--- config.mk ---
export PLATFORM = sky130hd
export DESIGN_NAME = permutation_order_crossover_core
export DESIGN_NICKNAME = d
export VERILOG_FILES = /design/src/sv/poc_pkg.sv /design/src/sv/permutation_order_crossover_core.sv
export SDC_FILE = /design/constraint.sdc
export NUM_CORES = 1
export LEC_CHECK = 0
export BUFFER_PORTS_ARGS = -buffer_cell sky130_fd_sc_hd__buf_2
export CORE_MARGIN = 8
export CORE_UTILIZATION = 59
export CTS_BUF_LIST = sky130_fd_sc_hd__clkbuf_8
export DETAILED_ROUTE_END_ITERATION = 8
export GPL_TIMING_DRIVEN = 0
export PLACE_DENSITY = 0.89
export SYNTH_ARGS = -nofsm -noshare
export SYNTH_HDL_FRONTEND = slang
export SYNTH_SLANG_ARGS = --single-unit
--- constraint.sdc ---
create_clock -name clk -period 2.8 [get_ports clk]
set_input_delay 0.14 -clock clk [delete_from_list [all_inputs] [get_ports clk]]
set_output_delay 0.14 -clock clk [all_outputs]
set_load 0.005 [all_outputs]
--- src/sv/poc_pkg.sv ---
// shared constants and types for the order crossover core
// no dependencies
package poc_pkg;

  localparam int CITY_COUNT  = 32;
  localparam int STORE_DEPTH = 32;
  localparam int TOUR_LEN_I  = (CITY_COUNT > STORE_DEPTH) ? STORE_DEPTH :
                               ((CITY_COUNT < 4) ? 4 : CITY_COUNT);

  localparam int CITY_W     = 5;
  localparam int CUT_W      = 6;
  localparam int MARK_W     = 1 << CITY_W;
  localparam int IN_DATA_W  = 24;
  localparam int OUT_DATA_W = 16;

  localparam logic [CUT_W-1:0]  TOUR_LEN = CUT_W'(TOUR_LEN_I);
  localparam logic [CUT_W-1:0]  CUT_LO   = CUT_W'(TOUR_LEN_I / 2);
  localparam logic [CUT_W-1:0]  CUT_HI   = CUT_W'(TOUR_LEN_I - 2);
  localparam logic [CITY_W-1:0] LAST_POS = CITY_W'(TOUR_LEN_I - 1);

  typedef logic [CITY_W-1:0] city_t;
  typedef logic [MARK_W-1:0] mark_t;

endpackage

--- src/sv/permutation_order_crossover_core.sv ---
// one-point order crossover of two city tours, single sequencer with one compare unit
// depends on poc_pkg
//
// usage: the input stream carries one parent position pair per transaction
// (position, first parent city, second parent city); tlast marks the final pair
// and its cut field gives the cut point, clamped to [len/2, len-2].
// pairs load at one per cycle while in_tready is high. after the last pair the
// core drops in_tready and runs three passes over its stores, each step a read
// phase then an update phase: prefix marking over the first cut positions, child
// fill scan over positions 1 to len-1 and the emit pass, one output transaction
// per position with tlast on the final position.
// the pace is set by the single read port of each store, one address per step.
// a stalled receiver holds the emit pass; the output register keeps its
// transaction until taken, and in_tready returns after the final one is loaded.
// reset clears the sequencer, the output valid and the prefix marks; the parent
// stores hold nothing defined until written.
module permutation_order_crossover_core
  import poc_pkg::*;
(
  input  logic                  clk,
  input  logic                  rst_n,
  input  logic                  in_tvalid,
  output logic                  in_tready,
  input  logic [IN_DATA_W-1:0]  in_tdata,   // position, city_first, city_second, cut
  input  logic                  in_tlast,
  output logic                  out_tvalid,
  input  logic                  out_tready,
  output logic [OUT_DATA_W-1:0] out_tdata,  // out_position, child_first, child_second
  output logic                  out_tlast
);

  localparam logic [1:0] ST_IDLE = 2'd0;
  localparam logic [1:0] ST_MARK = 2'd1;
  localparam logic [1:0] ST_FILL = 2'd2;
  localparam logic [1:0] ST_EMIT = 2'd3;

  city_t first_mem  [STORE_DEPTH];
  city_t second_mem [STORE_DEPTH];
  city_t child1_mem [STORE_DEPTH];
  city_t child2_mem [STORE_DEPTH];

  city_t first_q_r, second_q_r, child1_q_r, child2_q_r;

  logic [1:0]       state_r, state_nxt;
  logic             phase_r, phase_nxt;
  city_t            idx_r, idx_nxt;
  logic [CUT_W-1:0] cut_r, cut_nxt;
  logic [CUT_W-1:0] slot1_r, slot1_nxt;
  logic [CUT_W-1:0] slot2_r, slot2_nxt;
  mark_t            marks1_r, marks1_nxt;
  mark_t            marks2_r, marks2_nxt;
  logic             out_valid_r, out_valid_nxt;
  city_t            out_pos_r, out_c1_r, out_c2_r;
  logic             out_last_r;

  city_t            in_pos, in_c1, in_c2;
  logic [CUT_W-1:0] in_cut, cut_clamped;
  logic             in_acc, par_we;
  logic             c1_we, c2_we;
  logic             out_load;
  logic [CUT_W-1:0] idx_ext;
  city_t            sel_c1, sel_c2;

  assign in_pos = in_tdata[CITY_W-1:0];
  assign in_c1  = in_tdata[2*CITY_W-1:CITY_W];
  assign in_c2  = in_tdata[3*CITY_W-1:2*CITY_W];
  assign in_cut = in_tdata[3*CITY_W+CUT_W-1:3*CITY_W];

  assign in_tready = (state_r == ST_IDLE);
  assign in_acc    = in_tvalid && in_tready;
  assign par_we    = in_acc && ({1'b0, in_pos} < TOUR_LEN);
  assign idx_ext   = {1'b0, idx_r};

  always_comb begin
    if (in_cut < CUT_LO) begin
      cut_clamped = CUT_LO;
    end else if (in_cut > CUT_HI) begin
      cut_clamped = CUT_HI;
    end else begin
      cut_clamped = in_cut;
    end
  end

  // fill scan compare: donor city not in the other parent's prefix and a free slot left
  assign c1_we = (state_r == ST_FILL) && phase_r && !marks1_r[second_q_r] &&
                 (slot1_r < TOUR_LEN);
  assign c2_we = (state_r == ST_FILL) && phase_r && !marks2_r[first_q_r] &&
                 (slot2_r < TOUR_LEN);

  assign sel_c1 = ((idx_ext >= cut_r) && (idx_ext < slot1_r)) ? child1_q_r : first_q_r;
  assign sel_c2 = ((idx_ext >= cut_r) && (idx_ext < slot2_r)) ? child2_q_r : second_q_r;

  assign out_load = (state_r == ST_EMIT) && phase_r && (!out_valid_r || out_tready);

  always_comb begin
    state_nxt  = state_r;
    phase_nxt  = phase_r;
    idx_nxt    = idx_r;
    cut_nxt    = cut_r;
    slot1_nxt  = slot1_r;
    slot2_nxt  = slot2_r;
    marks1_nxt = marks1_r;
    marks2_nxt = marks2_r;
    unique case (state_r)
      ST_IDLE: begin
        if (in_acc && in_tlast) begin
          state_nxt  = ST_MARK;
          phase_nxt  = 1'b0;
          idx_nxt    = '0;
          cut_nxt    = cut_clamped;
          marks1_nxt = '0;
          marks2_nxt = '0;
        end
      end
      ST_MARK: begin
        phase_nxt = !phase_r;
        if (phase_r) begin
          marks1_nxt = marks1_r | (MARK_W'(1) << first_q_r);
          marks2_nxt = marks2_r | (MARK_W'(1) << second_q_r);
          if (idx_ext == cut_r - CUT_W'(1)) begin
            state_nxt = ST_FILL;
            idx_nxt   = CITY_W'(1);
            slot1_nxt = cut_r;
            slot2_nxt = cut_r;
          end else begin
            idx_nxt = idx_r + CITY_W'(1);
          end
        end
      end
      ST_FILL: begin
        phase_nxt = !phase_r;
        if (phase_r) begin
          if (c1_we) begin
            slot1_nxt = slot1_r + CUT_W'(1);
          end
          if (c2_we) begin
            slot2_nxt = slot2_r + CUT_W'(1);
          end
          if (idx_r == LAST_POS) begin
            state_nxt = ST_EMIT;
            idx_nxt   = '0;
          end else begin
            idx_nxt = idx_r + CITY_W'(1);
          end
        end
      end
      ST_EMIT: begin
        if (!phase_r) begin
          phase_nxt = 1'b1;
        end else if (out_load) begin
          phase_nxt = 1'b0;
          if (idx_r == LAST_POS) begin
            state_nxt = ST_IDLE;
          end else begin
            idx_nxt = idx_r + CITY_W'(1);
          end
        end
      end
      default: begin
        state_nxt = ST_IDLE;
      end
    endcase
  end

  always_comb begin
    if (out_load) begin
      out_valid_nxt = 1'b1;
    end else if (out_tready) begin
      out_valid_nxt = 1'b0;
    end else begin
      out_valid_nxt = out_valid_r;
    end
  end

  always_ff @(posedge clk) begin
    if (!rst_n) begin
      state_r     <= ST_IDLE;
      phase_r     <= 1'b0;
      idx_r       <= '0;
      cut_r       <= CUT_LO;
      slot1_r     <= '0;
      slot2_r     <= '0;
      marks1_r    <= '0;
      marks2_r    <= '0;
      out_valid_r <= 1'b0;
    end else begin
      state_r     <= state_nxt;
      phase_r     <= phase_nxt;
      idx_r       <= idx_nxt;
      cut_r       <= cut_nxt;
      slot1_r     <= slot1_nxt;
      slot2_r     <= slot2_nxt;
      marks1_r    <= marks1_nxt;
      marks2_r    <= marks2_nxt;
      out_valid_r <= out_valid_nxt;
    end
  end

  // parent and child stores, one write and one registered read each
  always_ff @(posedge clk) begin
    if (par_we) begin
      first_mem[in_pos]  <= in_c1;
      second_mem[in_pos] <= in_c2;
    end
    if (c1_we) begin
      child1_mem[slot1_r[CITY_W-1:0]] <= second_q_r;
    end
    if (c2_we) begin
      child2_mem[slot2_r[CITY_W-1:0]] <= first_q_r;
    end
    first_q_r  <= first_mem[idx_r];
    second_q_r <= second_mem[idx_r];
    child1_q_r <= child1_mem[idx_r];
    child2_q_r <= child2_mem[idx_r];
  end

  always_ff @(posedge clk) begin
    if (out_load) begin
      out_pos_r  <= idx_r;
      out_c1_r   <= sel_c1;
      out_c2_r   <= sel_c2;
      out_last_r <= (idx_r == LAST_POS);
    end
  end

  assign out_tvalid = out_valid_r;
  assign out_tdata  = {1'b0, out_c2_r, out_c1_r, out_pos_r};
  assign out_tlast  = out_last_r;

  a_cut_range: assert property (@(posedge clk) disable iff (!rst_n)
    (state_r != ST_IDLE) |-> (cut_r >= CUT_LO && cut_r <= CUT_HI))
    else $error("cut outside clamp range");

  a_mark_idx: assert property (@(posedge clk) disable iff (!rst_n)
    (state_r == ST_MARK) |-> (idx_ext < cut_r))
    else $error("mark pass past cut");

  a_slot_bound: assert property (@(posedge clk) disable iff (!rst_n)
    (state_r == ST_FILL || state_r == ST_EMIT) |->
      (slot1_r <= TOUR_LEN && slot2_r <= TOUR_LEN && slot1_r >= cut_r))
    else $error("fill slot out of range");

  a_marks_count: assert property (@(posedge clk) disable iff (!rst_n)
    (state_r == ST_FILL) |-> ($countones(marks1_r) <= cut_r))
    else $error("prefix marks exceed cut");

  a_out_source: assert property (@(posedge clk) disable iff (!rst_n)
    $rose(out_tvalid) |-> ($past(state_r) == ST_EMIT))
    else $error("output raised outside emit pass");

endmodule

==> run summary <==
IO Pins: 48
Synth top area cells: edfxtp_1 (65%), mux4_2 (15%), dfxtp_1 (7.3%)
Max Freq: 0.335 GHz
Post-synth EDFFs: 656
Iteration-0 DRC Markers: 2,702
Gr usage total: 0.277
Crit path required time: 3.12 ns
Post-synth net total: 1,716
CP cell instances: inv_1 > ha_1 > clkbuf_2 > nand4b_1 > nor2_1
First-pass GRT wire length: 121,000 um
Final Max Tran Viols: 0
Drt total wl: 86,400 um
Largest net degree at the start of global routing: 40
Die ar.: 59,200 um^2
Crit-path leading delay family: simple AND/OR/NAND/NOR gates
Register-to-register path setup slack: -0.18 ns
R2R Path Start: state_r[1]
CP Launch Type: flop
Number of global-route vias before repair: 18,344
Clk sink count: 767
Sequential power share: 0.524
Synthesis Warnings: 0
Number of buffers created by CTS: 109
Logic pwr share: 0.130
Initial antenna violation count: 3
Ys async rst share: 0
Clock share of power: 0.346
Worst-skew pair later-pin latency: 0.74 ns
Fillcell total: 2,783
Outcome: finished, violations left
Fin crit share: 1.07
Failing checks: setup timing
Synth Register Bits: 767
Hold/Removal Path Class: input pin to flop
Final Hold Viols: 0
CTS tree: built
Root Buffer: clkbuf_8
Final HPWL DP: 50,400 um
CP max-delay cell: nor2_1
Critical Path End: first_mem[6][2]
Gpl congestion: 0.900
Net Switching: 6.59 mW
CP bufs+invs: 2
Share of cells above drive strength 1: 0.330
Avg Inst Size Synth: 18.4 um^2
Prevailing post-synth register cell: edfxtp_1
Critical path endpoint category: flop
Critical path class: flop to flop
FP Rows: 83
Worst reg2reg endpoint: first_mem[6][2]
DRC viols: 0
Die Span X: 243 um
DRT Pass-1 Iters: 6
Area leader, netlist: edfxtp_1
Sw Share: 0.267
Count of input and output buffers: 43
Worst Setup SP: state_r[1]
Die H: 243 um
Clk buf depth: 3
RSZ-0062 raised after global routing: true
CP arrival: 3.30 ns
Finished Cell Area: 35,000 um^2
Synthesized area: 30,500 um^2
Worst Path Max Fanout: 10
Least-Margin Pin Slew: 1.21 ns
WP depth: 5
Synth-to-Final Area Change: 14.9%
Synth cell types: 63
Tot Pwr: 24.6 mW
DR vias/cell: 7.12
Worst Skew: 0.0516 ns
Post-Synthesis Cells: 1,659
Fin util: 0.683
P_leak: 11.0 nW
Endpoints failing setup: 229
Peak VDD IR: 0.517 mV
ANT nets after route: 0
Tmin final: 2.98 ns
Core ar.: 51,200 um^2
Yosys top cell area share: 0.647
Worst-path clk slew: 0.07 ns
DP Area: 31,600 um^2
Sequential fraction of the synthesis area: 0.720
P_int: 18.0 mW
Slowest stage delay, CP: 1.03 ns
MaxCap Viol Count: 0
Slew HR: 0.196
H-tree depth: 3
PD cells: 704 nW/um^2
# nets final: 1,918
WL per Instance: 32.9 um
Worst reg2reg path depth: 5
Initial Util: 0.595
Vias after detailed routing: 18,704
GR Overflow Total: 0
PnR worst setup slack: -0.184 ns
synth_stat cells (all sizes together) (13+ instances only):
master    n
edfxtp  656
dfxtp   111
a21o     13
nand2b   15
nand3    20
nor2    197
ha       28
buf      36
nand2    52
o21ai    15
clkbuf   49
inv      29
mux4    211
mux2     31
a21oi    89
registers in the layout, indices dropped and copies added, names as in the netlist, 6 cells and up:
| signal | cells |
|---|---|
| marks1_r | 32 |
| marks2_r | 32 |
| slot2_r | 6 |
| second_mem | 160 |
| child2_mem | 160 |
| child1_mem | 160 |
| slot1_r | 6 |
| first_mem | 160 |
| cut_r | 6 |
power groups by stage:
stage	Clock, mW	Sequential (mW)	Combinational, mW
after detailed placement	0	13.2	2.62
final	8.51	12.9	3.21
after CTS	8.27	12.9	2.92
after global routing	8.90	12.9	3.31
after global placement	0	13.1	2.51
after floorplan	0	13.0	1.83
final cells by class:
type	count	area [um^2]	share of cell area
inverters	29	109	0.00311
clock buffers	122	1680	0.0480
diodes	2	5.00	0.000143
well taps	680	851	0.0243
clock inverters	72	358	0.0102
multi-input cells	778	8750	0.250
plain buffers	78	479	0.0137
repair buffers	98	795	0.0227
flip-flops and latches	767	22000	0.628
layer usage:
layer	global-route usage	vias to the layer above	part of all wire
met5	0	-	0.00037
met4	0.150	4	0.077
met3	0.0762	547	0.14
met2	0.444	1993	0.47
met1	0.342	9112	0.31
li1	-	7048	-
stage by stage:
stage	setup WS, ns	hold slack [ns]	std cells	TNS (ns)
floorplan	0.00868	0.239	1659	0
global placement	-1.23	0.433	2382	-421.82
detailed placement	-1.67	0.446	2383	-566.52
CTS	-0.0218	0.0784	2611	-0.290
global route	-0.214	0.127	2625	-17.34
finish	-0.184	0.118	2626	-12.38
cells by family (layout without fill, tap and decap cells):
group	count (synthesis)	count (layout)	synth area share
and+or+nand+nor	331	331	0.0475
xor gates and xnor gates	4	4	0.00115
adders and majority gates	28	28	0.0115
buffers and inverters	114	399	0.0151
AOI/OAI and AO/OA	165	165	0.0349
muxes	249	249	0.170
other	1	3	0.000123
DFF	767	767	0.720
placed cells by master (no fill, tap or decap), types with 10 or more instances in the layout:
master / n
nand3_1: 20
nand2b_1: 15
clkbuf_1: 24
inv_1: 67
nor2_2: 33
dlygate4sd3_1: 21
clkinv_1: 20
buf_2: 53
mux4_2: 211
o21ai_0: 12
clkbuf_8: 122
edfxtp_1: 656
dfxtp_1: 98
nor2_4: 59
buf_6: 10
nand2_1: 43
clkbuf_2: 12
mux2_2: 31
nor3_1: 10
a21oi_1: 85
nor2_1: 105
ha_1: 28
a21o_1: 13
dfxtp_4: 10
buf_4: 34
what timing repair did:
| action | in CTS | in global routing |
|---|---|---|
| buffers inserted | 16 | 17 |
| hold endpoints to repair | 330 | 0 |
| endpoints found under the setup margin | 689 | 631 |
| gates resized for setup | 288 | 46 |
| hold buffers | 21 | 0 |
| pin swaps | 13 | 5 |
tightest hold or removal path, delay by kind of cell:
kind	cells	cell delay, ns
buffers and inverters	1	0.17
and+or+nand+nor	2	0.34
worst min-delay path by stage:
stage | cells after the start | from | end
5_1_grt | 3 | in_tdata[2] | first_mem[16][3]
2_1_floorplan | 0 | in_tdata[5] | first_mem[0][0]
6_report | 3 | in_tdata[2] | first_mem[16][3]
3_3_place_gp | 3 | in_tdata[15] | cut_r[0]
4_1_cts | 3 | in_tdata[3] | first_mem[11][4]
3_5_place_dp | 3 | in_tdata[15] | cut_r[0]
(Power assumes the default switching activity.)
